### config.mk
export PLATFORM = sky130hd
export DESIGN_NAME = dhcp_lease_allocator_unit
export DESIGN_NICKNAME = d
export VERILOG_FILES = /design/src/hdl/dla_pkg.sv /design/src/hdl/dla_front.sv /design/src/hdl/dla_engine.sv /design/src/hdl/dhcp_lease_allocator_unit.sv
export SDC_FILE = /design/constraint.sdc
export NUM_CORES = 2
export LEC_CHECK = 0
export BUFFER_PORTS_ARGS = -buffer_cell sky130_fd_sc_hd__buf_2
export CAP_MARGIN = 15
export CORE_AREA = 2 2 421 319
export CTS_BUF_LIST = sky130_fd_sc_hd__clkbuf_16
export DETAILED_ROUTE_END_ITERATION = 10
export DIE_AREA = 0 0 423 321
export GPL_ROUTABILITY_DRIVEN = 0
export PLACE_DENSITY = 0.74
export SLEW_MARGIN = 20
export SYNTH_ARGS = -nofsm -noshare
export SYNTH_HDL_FRONTEND = slang
export SYNTH_SLANG_ARGS = --single-unit
### constraint.sdc
create_clock -name aclk -period 7.26 [get_ports aclk]
set_clock_uncertainty 0.05 [all_clocks]
set_input_delay 0.363 -clock aclk [delete_from_list [all_inputs] [get_ports aclk]]
set_output_delay 0.363 -clock aclk [all_outputs]
set_load 0.03 [all_outputs]
### src/hdl/dla_pkg.sv
// Shared types and constants for the lease allocator.
// No dependencies.
`default_nettype none
package dla_pkg;
    localparam logic [2:0] KIND_OFFER     = 3'd0;
    localparam logic [2:0] KIND_ACK       = 3'd1;
    localparam logic [2:0] KIND_NAK       = 3'd2;
    localparam logic [2:0] KIND_REJECT    = 3'd3;
    localparam logic [2:0] KIND_EXHAUSTED = 3'd4;

    localparam logic [7:0]  HOST_BYTE_ALL = 8'hFF;
    localparam logic [47:0] MAC_ZERO      = 48'h0;
    localparam logic [47:0] MAC_ONES      = 48'hFFFF_FFFF_FFFF;

    localparam logic [1:0] REG_SERVER = 2'd0;
    localparam logic [1:0] REG_START  = 2'd1;
    localparam logic [1:0] REG_END    = 2'd2;
    localparam logic [1:0] REG_SLOTS  = 2'd3;

    typedef struct packed {
        logic        req_type;
        logic        bad_mac;
        logic [47:0] mac;
    } msg_t;

    typedef struct packed {
        logic [31:0] server_addr;
        logic [31:0] pool_start;
        logic [31:0] pool_end;
        logic [4:0]  slots_in_use;
    } cfg_t;
endpackage
`default_nettype wire

### src/hdl/dla_front.sv
// Front end: accepts client messages, flags bad MACs, queues them.
// Depends on dla_pkg.
`default_nettype none
module dla_front import dla_pkg::*; (
    input  wire logic        aclk,
    input  wire logic        aresetn,
    input  wire logic        s_tvalid,
    output logic             s_tready,
    input  wire logic [47:0] s_tdata,
    input  wire logic        s_tuser,
    output logic             q_valid,
    output msg_t             q_msg,
    input  wire logic        q_pop
);
    msg_t       buf_reg [2];
    logic       rd_ptr_reg, wr_ptr_reg;
    logic [1:0] count_reg;
    logic       push;
    msg_t       in_msg;

    assign s_tready = (count_reg != 2'd2);
    assign push     = s_tvalid && s_tready;
    assign q_valid  = (count_reg != 2'd0);
    assign q_msg    = buf_reg[rd_ptr_reg];

    always_comb begin
        in_msg.req_type = s_tuser;
        in_msg.mac      = s_tdata;
        in_msg.bad_mac  = (s_tdata == MAC_ZERO) || (s_tdata == MAC_ONES);
    end

    always_ff @(posedge aclk) begin
        if (!aresetn) begin
            rd_ptr_reg <= 1'b0;
            wr_ptr_reg <= 1'b0;
            count_reg  <= 2'd0;
        end else begin
            if (push) wr_ptr_reg <= ~wr_ptr_reg;
            if (q_pop) rd_ptr_reg <= ~rd_ptr_reg;
            count_reg <= count_reg + {1'b0, push} - {1'b0, q_pop};
        end
    end

    always_ff @(posedge aclk) begin
        if (push) buf_reg[wr_ptr_reg] <= in_msg;
    end
endmodule
`default_nettype wire

### src/hdl/dla_engine.sv
// Back end: lease table, pool walk and result register.
// Depends on dla_pkg.
`default_nettype none
module dla_engine import dla_pkg::*; #(
    parameter int LEASE_SLOTS = 16
) (
    input  wire logic        aclk,
    input  wire logic        aresetn,
    input  wire cfg_t        cfg,
    input  wire logic        q_valid,
    input  wire msg_t        q_msg,
    output logic             q_pop,
    output logic             m_tvalid,
    input  wire logic        m_tready,
    output logic [39:0]      m_tdata
);
    localparam int SW = (LEASE_SLOTS > 1) ? $clog2(LEASE_SLOTS) : 1;

    localparam logic [2:0] S_IDLE   = 3'd0;
    localparam logic [2:0] S_LOOK   = 3'd1;
    localparam logic [2:0] S_DECIDE = 3'd2;
    localparam logic [2:0] S_WALK   = 3'd3;
    localparam logic [2:0] S_EMIT   = 3'd4;

    logic [2:0]  state_reg;
    msg_t        msg_reg;
    logic [LEASE_SLOTS-1:0] slot_valid_reg;
    logic [47:0] slot_mac_reg  [LEASE_SLOTS];
    logic [31:0] slot_addr_reg [LEASE_SLOTS];
    logic        hit_reg, free_ok_reg;
    logic [SW-1:0] hit_idx_reg, free_idx_reg;
    logic [32:0] cand_reg;
    logic [2:0]  res_kind_reg;
    logic [31:0] res_addr_reg;
    logic        out_valid_reg;
    logic [2:0]  out_kind_reg;
    logic [31:0] out_addr_reg;

    logic [LEASE_SLOTS-1:0] active, mac_hit, addr_hit;
    logic          hit, free_ok, leased, cand_ok, out_free;
    logic [SW-1:0] hit_idx, free_idx;

    always_comb begin
        hit = 1'b0; free_ok = 1'b0;
        hit_idx = '0; free_idx = '0;
        for (int i = LEASE_SLOTS - 1; i >= 0; i--) begin
            active[i]   = (i < 32) && (32'(i) < {27'd0, cfg.slots_in_use});
            mac_hit[i]  = active[i] && slot_valid_reg[i] && (slot_mac_reg[i] == msg_reg.mac);
            addr_hit[i] = active[i] && slot_valid_reg[i]
                          && (slot_addr_reg[i] == cand_reg[31:0]);
            if (mac_hit[i]) begin
                hit = 1'b1; hit_idx = SW'(i);
            end
            if (active[i] && !slot_valid_reg[i]) begin
                free_ok = 1'b1; free_idx = SW'(i);
            end
        end
        leased  = |addr_hit;
        cand_ok = (cand_reg[7:0] != 8'd0) && (cand_reg[7:0] != HOST_BYTE_ALL)
                  && (cand_reg[31:0] != cfg.server_addr) && !leased;
    end

    assign q_pop    = q_valid && (state_reg == S_IDLE);
    assign out_free = !out_valid_reg || m_tready;
    assign m_tvalid = out_valid_reg;
    assign m_tdata  = {5'd0, out_addr_reg, out_kind_reg};

    always_ff @(posedge aclk) begin
        if (!aresetn) begin
            state_reg      <= S_IDLE;
            slot_valid_reg <= '0;
            out_valid_reg  <= 1'b0;
        end else begin
            if (state_reg == S_EMIT && out_free) begin
                out_valid_reg <= 1'b1;
            end else if (m_tready) begin
                out_valid_reg <= 1'b0;
            end
            case (state_reg)
                S_IDLE: begin
                    if (q_valid) state_reg <= S_LOOK;
                end
                S_LOOK: state_reg <= S_DECIDE;
                S_DECIDE: begin
                    if (msg_reg.req_type || msg_reg.bad_mac || hit_reg || !free_ok_reg) begin
                        state_reg <= S_EMIT;
                    end else begin
                        state_reg <= S_WALK;
                    end
                end
                S_WALK: begin
                    if (cand_reg > {1'b0, cfg.pool_end}) begin
                        state_reg <= S_EMIT;
                    end else if (cand_ok) begin
                        slot_valid_reg[free_idx_reg] <= 1'b1;
                        state_reg <= S_EMIT;
                    end
                end
                S_EMIT: begin
                    if (out_free) state_reg <= S_IDLE;
                end
                default: state_reg <= S_IDLE;
            endcase
        end
    end

    always_ff @(posedge aclk) begin
        case (state_reg)
            S_IDLE: if (q_valid) msg_reg <= q_msg;
            S_LOOK: begin
                hit_reg      <= hit;
                hit_idx_reg  <= hit_idx;
                free_ok_reg  <= free_ok;
                free_idx_reg <= free_idx;
                cand_reg     <= {1'b0, cfg.pool_start};
            end
            S_DECIDE: begin
                res_addr_reg <= 32'd0;
                if (msg_reg.req_type) begin
                    res_kind_reg <= hit_reg ? KIND_ACK : KIND_NAK;
                    if (hit_reg) res_addr_reg <= slot_addr_reg[hit_idx_reg];
                end else if (msg_reg.bad_mac) begin
                    res_kind_reg <= KIND_REJECT;
                end else if (hit_reg) begin
                    res_kind_reg <= KIND_OFFER;
                    res_addr_reg <= slot_addr_reg[hit_idx_reg];
                end else begin
                    res_kind_reg <= KIND_EXHAUSTED;
                end
            end
            S_WALK: begin
                if (cand_reg > {1'b0, cfg.pool_end}) begin
                    res_kind_reg <= KIND_EXHAUSTED;
                end else if (cand_ok) begin
                    slot_mac_reg[free_idx_reg]  <= msg_reg.mac;
                    slot_addr_reg[free_idx_reg] <= cand_reg[31:0];
                    res_kind_reg <= KIND_OFFER;
                    res_addr_reg <= cand_reg[31:0];
                end else begin
                    cand_reg <= cand_reg + 33'd1;
                end
            end
            S_EMIT: begin
                if (out_free) begin
                    out_kind_reg <= res_kind_reg;
                    out_addr_reg <= res_addr_reg;
                end
            end
            default: ;
        endcase
    end
endmodule
`default_nettype wire

### src/hdl/dhcp_lease_allocator_unit.sv
// A message passes from the queue through the idle, look, decide and emit states; a
// new lease also walks the pool, passing over addresses it cannot offer.
// Throughput: one message at a time; the engine takes the next one once the
// result is in the output register; the pool walk tests one candidate address per cycle.
// A two-entry queue lets the input side take messages while the walk runs.
// Reset (aresetn, synchronous, low): lease table emptied, queue and
// result cleared, registers back to zero and slot count 16.
`default_nettype none
module dhcp_lease_allocator_unit import dla_pkg::*; #(
    parameter int LEASE_SLOTS = 16
) (
    input  wire logic        aclk,
    input  wire logic        aresetn,
    input  wire logic        s_tvalid,
    output logic             s_tready,
    input  wire logic [47:0] s_tdata,   // client_mac
    input  wire logic        s_tuser,   // req_type
    output logic             m_tvalid,
    input  wire logic        m_tready,
    output logic [39:0]      m_tdata,   // reply_kind[2:0], client_addr[34:3]
    input  wire logic        psel,
    input  wire logic        penable,
    input  wire logic        pwrite,
    input  wire logic [3:0]  paddr,
    input  wire logic [31:0] pwdata,
    output logic [31:0]      prdata,
    output logic             pready
);
    cfg_t cfg_reg;
    logic q_valid, q_pop;
    msg_t q_msg;

    assign pready = 1'b1;

    // Write registers on the access phase; word index sits in paddr[3:2].
    always_ff @(posedge aclk) begin
        if (!aresetn) begin
            cfg_reg.server_addr  <= 32'd0;
            cfg_reg.pool_start   <= 32'd0;
            cfg_reg.pool_end     <= 32'd0;
            cfg_reg.slots_in_use <= 5'd16;
        end else if (psel && penable && pwrite) begin
            case (paddr[3:2])
                REG_SERVER: cfg_reg.server_addr  <= pwdata;
                REG_START:  cfg_reg.pool_start   <= pwdata;
                REG_END:    cfg_reg.pool_end     <= pwdata;
                REG_SLOTS:  cfg_reg.slots_in_use <= pwdata[4:0];
                default: ;
            endcase
        end
    end

    always_comb begin
        case (paddr[3:2])
            REG_SERVER: prdata = cfg_reg.server_addr;
            REG_START:  prdata = cfg_reg.pool_start;
            REG_END:    prdata = cfg_reg.pool_end;
            REG_SLOTS:  prdata = {27'd0, cfg_reg.slots_in_use};
            default:    prdata = 32'd0;
        endcase
    end

    // Accept and classify messages, hold them in the queue.
    dla_front u_front (
        .aclk, .aresetn, .s_tvalid, .s_tready, .s_tdata, .s_tuser,
        .q_valid, .q_msg, .q_pop
    );

    // Look up, walk the pool, store the lease, drive the result.
    dla_engine #(.LEASE_SLOTS(LEASE_SLOTS)) u_engine (
        .aclk, .aresetn, .cfg(cfg_reg), .q_valid, .q_msg, .q_pop,
        .m_tvalid, .m_tready, .m_tdata
    );
endmodule
`default_nettype wire
# Yosys cells after proc, flatten, opt, wreduce, memory -nomap -nowiden
# Memories as Yosys holds them, arrays and structs flattened. A register that Yosys moved wholly into a read port is not among the register bits.
# Cells that the tools add are included.
# classes
addsub,3
magnitude_cmp,19
eq_ne,49
n_mux,65
bitwise,4
reduce_logical,125
# op_table
op,count
48-bit == test,16
32-bit == test,16
32-bit 2-to-1 mux,5
32-bit one-hot mux with 4 select lines,1
1-bit logical AND,73
33-bit 2-to-1 mux,2
33-bit one-hot mux with 2 select lines,1
4-bit 2-to-1 mux,16
32-bit one-hot mux with 2 select lines,1
3-bit 2-to-1 mux,18
"48-bit == test, second input constant",1
48-bit zero test,1
"4-bit by 5-bit less-than comparator with 1-bit output, first input constant",8
"33-bit by 1-bit adder with 33-bit output, second input constant",1
33-bit by 32-bit greater-than comparator with 1-bit output,1
32-bit inequality test,1
15-bit OR reduction,2
"3-bit by 5-bit less-than comparator with 1-bit output, first input constant",4
1-bit zero test,19
16-bit bitwise OR,1
16-bit OR reduction,1
8-bit OR reduction,2
3-bit one-hot mux with 5 select lines,1
2-bit AND reduction,7
other kinds (28),66
# totals
reg_bits,238
ram_bits,1380
inputBits,92
out_inout_bits,75
elab_cells,293
memories,3
# memory_table
memory,words,word_bits,rd,rd_ports_with_merged_regs,wr,line,source
u_engine.slot_mac_reg,16,48,16,0,1,dla_engine.sv:28,logic [47:0] slot_mac_reg [LEASE_SLOTS];
u_engine.slot_addr_reg,16,32,17,0,1,dla_engine.sv:29,logic [31:0] slot_addr_reg [LEASE_SLOTS];
u_front.buf_reg,2,50,1,1,1,dla_front.sv:15,msg_t buf_reg [2];

# Logic depth before layout (Yosys ltp)
# logic_depth
word_depth,18
depth_mapped,13

# Modules after synthesis
# Synthesis repeated with hierarchy kept, for this count alone.
# hier_totals
hier_cells,4941
area_unflattened_um2,75050.7
# modules_own_cells
mod,n_inst,cells_per_inst,area_each_um2,seq_area_each_um2
dla_engine,1,4263,66512.5,43731.9
dhcp_lease_allocator_unit,1,468,4459.3,2021.9
dla_front,1,210,4078.9,3103.0

# Worst setup path before layout
# Ideal clock, no wire load.
# synth_path
path_kind,flip-flop to flip-flop
startpoint,reg u_engine.state_reg[2]
endpoint,reg u_front.count_reg[1]
setup_time_ns,0.115
arrival_time_ns,6.786
required_ns,7.095
path_slack_ns,0.309
stages_incl_launch_ff,8
cell_sequence,dfxtp_1 nor4_1 ha_1 inv_1 ha_1 xnor2_1 xnor2_1 and2_1
# synth_via
elab_chain_len,3
# synth_lines
item,line,source
"start, declared",dla_engine.sv:25,logic [2:0] state_reg;
"start signal, assigned",dla_engine.sv:70,state_reg <= S_IDLE;
"start signal, assigned",dla_engine.sv:81,if (q_valid) state_reg <= S_LOOK;
"start signal, assigned",dla_engine.sv:83,S_LOOK: state_reg <= S_DECIDE;
3-bit zero test,dla_engine.sv:63,assign q_pop = q_valid && (state_reg == S_IDLE);
1-bit logical AND,dla_engine.sv:63,
via q_pop,dhcp_lease_allocator_unit.sv:30,"logic q_valid, q_pop;"
2-bit by 1-bit subtractor with 2-bit output,dla_front.sv:40,"count_reg <= count_reg + {1'b0, push} - {1'b0, q_pop};"
"end signal, assigned",dla_front.sv:40,
"end, declared",dla_front.sv:17,logic [1:0] count_reg;
# The timed path passes the listed nets, and every way through them passes these cells.
# A chain may end at the register's enable or synchronous reset.

# Worst setup path after layout
# layout_path
startpoint,reg cfg_reg[2] in the netlist's numbering
endpoint,mem u_engine.slot_addr_reg[15][31] (enable)
# layout_via
elab_chain_len,10
elab_cells_between_ends,55
# layout_lines
item,line,source
"start, declared",dhcp_lease_allocator_unit.sv:29,cfg_t cfg_reg;
"1-bit by 5-bit less-than comparator with 1-bit output, or another cell as far along",dla_engine.sv:47,"active[i] = (i < 32) && (32'(i) < {27'd0, cfg.slots_in_use});"
1-bit logical AND,dla_engine.sv:49,addr_hit[i] = active[i] && slot_valid_reg[i]
1-bit logical AND,dla_engine.sv:50,&& (slot_addr_reg[i] == cand_reg[31:0]);
16-bit OR reduction (*),dla_engine.sv:58,leased = |addr_hit;
1-bit zero test (*),dla_engine.sv:60,&& (cand_reg[31:0] != cfg.server_addr) && !leased;
1-bit logical AND (*),dla_engine.sv:60,
1-bit 2-to-1 mux (*),dla_engine.sv:134,end else if (cand_ok) begin
1-bit 2-to-1 mux (*),dla_engine.sv:132,"if (cand_reg > {1'b0, cfg.pool_end}) begin"
1-bit 2-to-1 mux (*),dla_engine.sv:108,case (state_reg)
1-bit 2-to-1 mux (not written as such) (*),dla_engine.sv:136,slot_addr_reg[free_idx_reg] <= cand_reg[31:0];
"end, declared",dla_engine.sv:29,
# Mark *: on every way between the ends. The rest lies on a longest branch, timed or not.

==> impl_metrics.py <==
metrics = {
    "final_layout": {
        "drive_gt1_share_pct": 14.5,
        "nets": 5405,
        "post-route-cell-area_um2": 83900,
        "area_growth_pct": 12.6,
        "fillers": 9511,
        "final_common_cell": "edfxtp_1",
        "regArea_um2": 48800,
        "layout_common_cells": "edfxtp_1, xnor2_1, xor2_1",
        "largest_reg_flops": 768,
        "multi_input_area_um2": 24300,
    },
    "critical_path": {
        "r2r-end": "u_engine.slot_addr_reg[15][31]",
        "cp-end-kind": "flip-flop",
        "max_stage_delay_ns": 0.82,
        "cpLargestDelayFamily": "simple AND/OR/NAND/NOR gates",
        "crit_required_ns": 7.67,
        "reg2reg_slack_ns": 1.50,
        "worst-path-buf-inv": 1,
        "worstSetupStartpointType": "flip-flop",
        "reg2reg_depth": 11,
        "crit_type": "flip-flop to flip-flop",
        "path_cells": "and2_1, o21ai_0, nor4_1, nand3_1, nand4_1, nor4_1, nand4_1, nor2b_4, nand3_2, nor2_4, buf_4",
        "worstReg2RegStart": "cfg_reg[2]",
        "cp_slowest_cell": "o21ai_0",
        "critPathMaxFanout": 32,
        "cp.arrival_ns": 6.17,
    },
    "sta": {
        "drv_slew": 0,
        "final-setup-viol-count": 0,
        "layout_min_cycle_time_ns": 5.76,
        "relSlewSlack_pct": 21.7,
        "fin_crit_sh_pct": 79.4,
        "fin_setup_tns_ns": 0,
        "max_slew.worst_pin.slew_ns": 1.17,
        "fmax_mhz": 174,
        "hold_viol_final": 0,
        "rsz0062_at_grt": "no",
    },
    "logic_synthesis": {
        "yosysSeqAreaShare_pct": 65.5,
        "yosys_warnings": 0,
        "yosys_most_used_dff": "edfxtp_1",
        "syn_area_um2": 74500,
        "avgSynthCellArea_um2": 14.9,
        "ys_types": 63,
        "synthTopCellsByArea": "edfxtp_1, xnor2_1, xor2_1",
        "synth_cells": 4988,
        "synth_edf_count": 1543,
        "async_reset_ff_share_pct": 0,
        "yosysTopAreaCell": "edfxtp_1",
        "synth_top_area_share_pct": 62.2,
        "ys_ff_latch": 1668,
    },
    "clocking": {
        "insertion_delay_ns": 0.83,
        "cts.path.max_buffers": 3,
        "htree_levels": 4,
        "cts-hold-fix-buffers": 83,
        "cts_resized": 0,
        "cts-root-buf": "clkbuf_16",
        "postCtsSetupBuffers": 0,
        "clock-sinks": 1668,
        "cts_tree": "built",
        "cts-buffers-inserted": 160,
        "clk_pin_slew_ns": 0.06,
    },
    "min_path": {
        "min_path_cells": 2,
        "hold_end": "cfg_reg[4]",
        "hp-start": "aresetn",
        "hold_path.class": "input pin to flip-flop",
    },
    "global_route": {
        "grt_pass1_wl_um": 301000,
        "antenna_found_initial": 3,
        "grt_util_met1_pct": 46.8,
        "grt_pass1_vias": 42900,
        "grt_start_max_net_pins": 125,
        "grt.overflow.total": 0,
        "busiest_layer": "met1",
        "met3_usage_pct": 9.32,
        "grtUsageMet2_pct": 43.2,
        "grt_usage_pct": 30.7,
    },
    "floorplan": {
        "start_util_pct": 56.4,
        "die_h_um": 321,
        "rows": 116,
        "dieArea_um2": 136000,
        "core-area_um2": 132000,
        "pin_count": 167,
        "die_w_um": 423,
    },
    "power_and_ir_drop": {
        "ir_drop_uv": 307,
        "p_leak_nw": 27.1,
        "pwr_density_cell_nw_per_um2": 348,
    },
    "drt": {
        "drt-vias-per-instance": 6.28,
        "final_antenna_net_count": 0,
        "dr.pass1.iters": 6,
        "drt-initial-drc-count": 6689,
        "route.detailed.drc": 0,
        "wl_per_cell_um": 29.3,
        "vias": 45100,
        "routed_wirelength_um": 210000,
    },
    "run": {
        "drv_cap": 0,
    },
    "placed_design": {
        "place_area_um2": 77800,
        "io_buffers": 158,
        "place_hpwl_um": 134000,
    },
    "run_status": {
        "status": "finished clean",
    },
}
## cell families after synthesis
kind of cell | share of synthesized area [%]
xor gates and xnor gates | 15.8
AOI/OAI and AO/OA | 3.19
buffers and inverters | 2.10
other | 0.0101
DFF | 65.5
muxes | 5.70
and+or+nand+nor | 7.06
adders and majority gates | 0.605
## power breakdown
| group | internal (mW) | total, mW | leakage (nW) | switching (mW) |
|---|---|---|---|---|
| Sequential | 11.8 | 12.2 | 15.0 | 0.421 |
| Clock | 4.67 | 8.39 | 2.69 | 3.72 |
| Combinational | 2.79 | 8.61 | 9.47 | 5.82 |
## synthesized netlist by cell type, types with 7 or more instances
master    count
a211oi_1     30
a21boi_0     99
a21o_1        8
a21oi_1      50
a22o_1       30
and2_1       14
and3_1       10
buf_1        16
buf_2       107
buf_4        31
clkbuf_1    144
dfxtp_1     125
edfxtp_1   1543
ha_1         36
inv_1        49
mux2_2       55
mux2i_1      63
mux4_2      133
nand2_1     305
nand2b_1      9
nand3_1      37
nand4_1     235
nor2_1       54
nor2b_1      40
nor3_1       21
nor4_1      221
o211ai_1      7
o21a_1       18
o21ai_0      91
or4_1         9
xnor2_1     684
xor2_1      659
## final cells by class
type | instances | share of cell area (%)
Sequential cell | 1668 | 58.2
Multi-Input combinational cell | 2976 | 29.0
Clock buffer | 161 | 4.80
Timing Repair Buffer | 422 | 3.74
Tap cell | 1770 | 2.64
Clock inverter | 128 | 1.38
Inverter | 49 | 0.219
Antenna cell | 5 | 0.0149
## through the flow
step	setup slack, ns	hold slack [ns]	total power, mW	instances	utilization (%)
after floorplan	0.309	0.350	17.5	4992	-
after global placement	1.72	0.351	20.5	6800	58.9
after detailed placement	1.65	0.355	20.7	6800	58.9
after CTS	1.59	0.0769	29.0	7172	63.5
after global routing	1.37	0.0918	30.0	7174	63.5
final	1.50	0.0702	29.2	7179	63.5
## worst max path at each step
stage / startpoint / to / slack [ns] / depth (start not counted)
after floorplan: u_engine.state_reg[2] / u_front.count_reg[1] / 0.31 / 7
after global placement: cfg_reg[2] / u_engine.slot_addr_reg[15][5] / 1.72 / 11
after detailed placement: cfg_reg[2] / u_engine.slot_addr_reg[15][3] / 1.65 / 11
after CTS: cfg_reg[2] / u_engine.slot_addr_reg[15][23] / 1.59 / 11
after global routing: cfg_reg[2] / u_engine.slot_addr_reg[15][23] / 1.37 / 11
final: cfg_reg[2] / u_engine.slot_addr_reg[15][31] / 1.50 / 11
## per-layer routing
metal  routed length [um]  vias to the layer above
met5                   24                        -
met4                 4190                        2
met3                28500                      261
met2                89100                     2847
met1                88600                    22900
li1                     -                    19000
(Power assumes the default switching activity.)
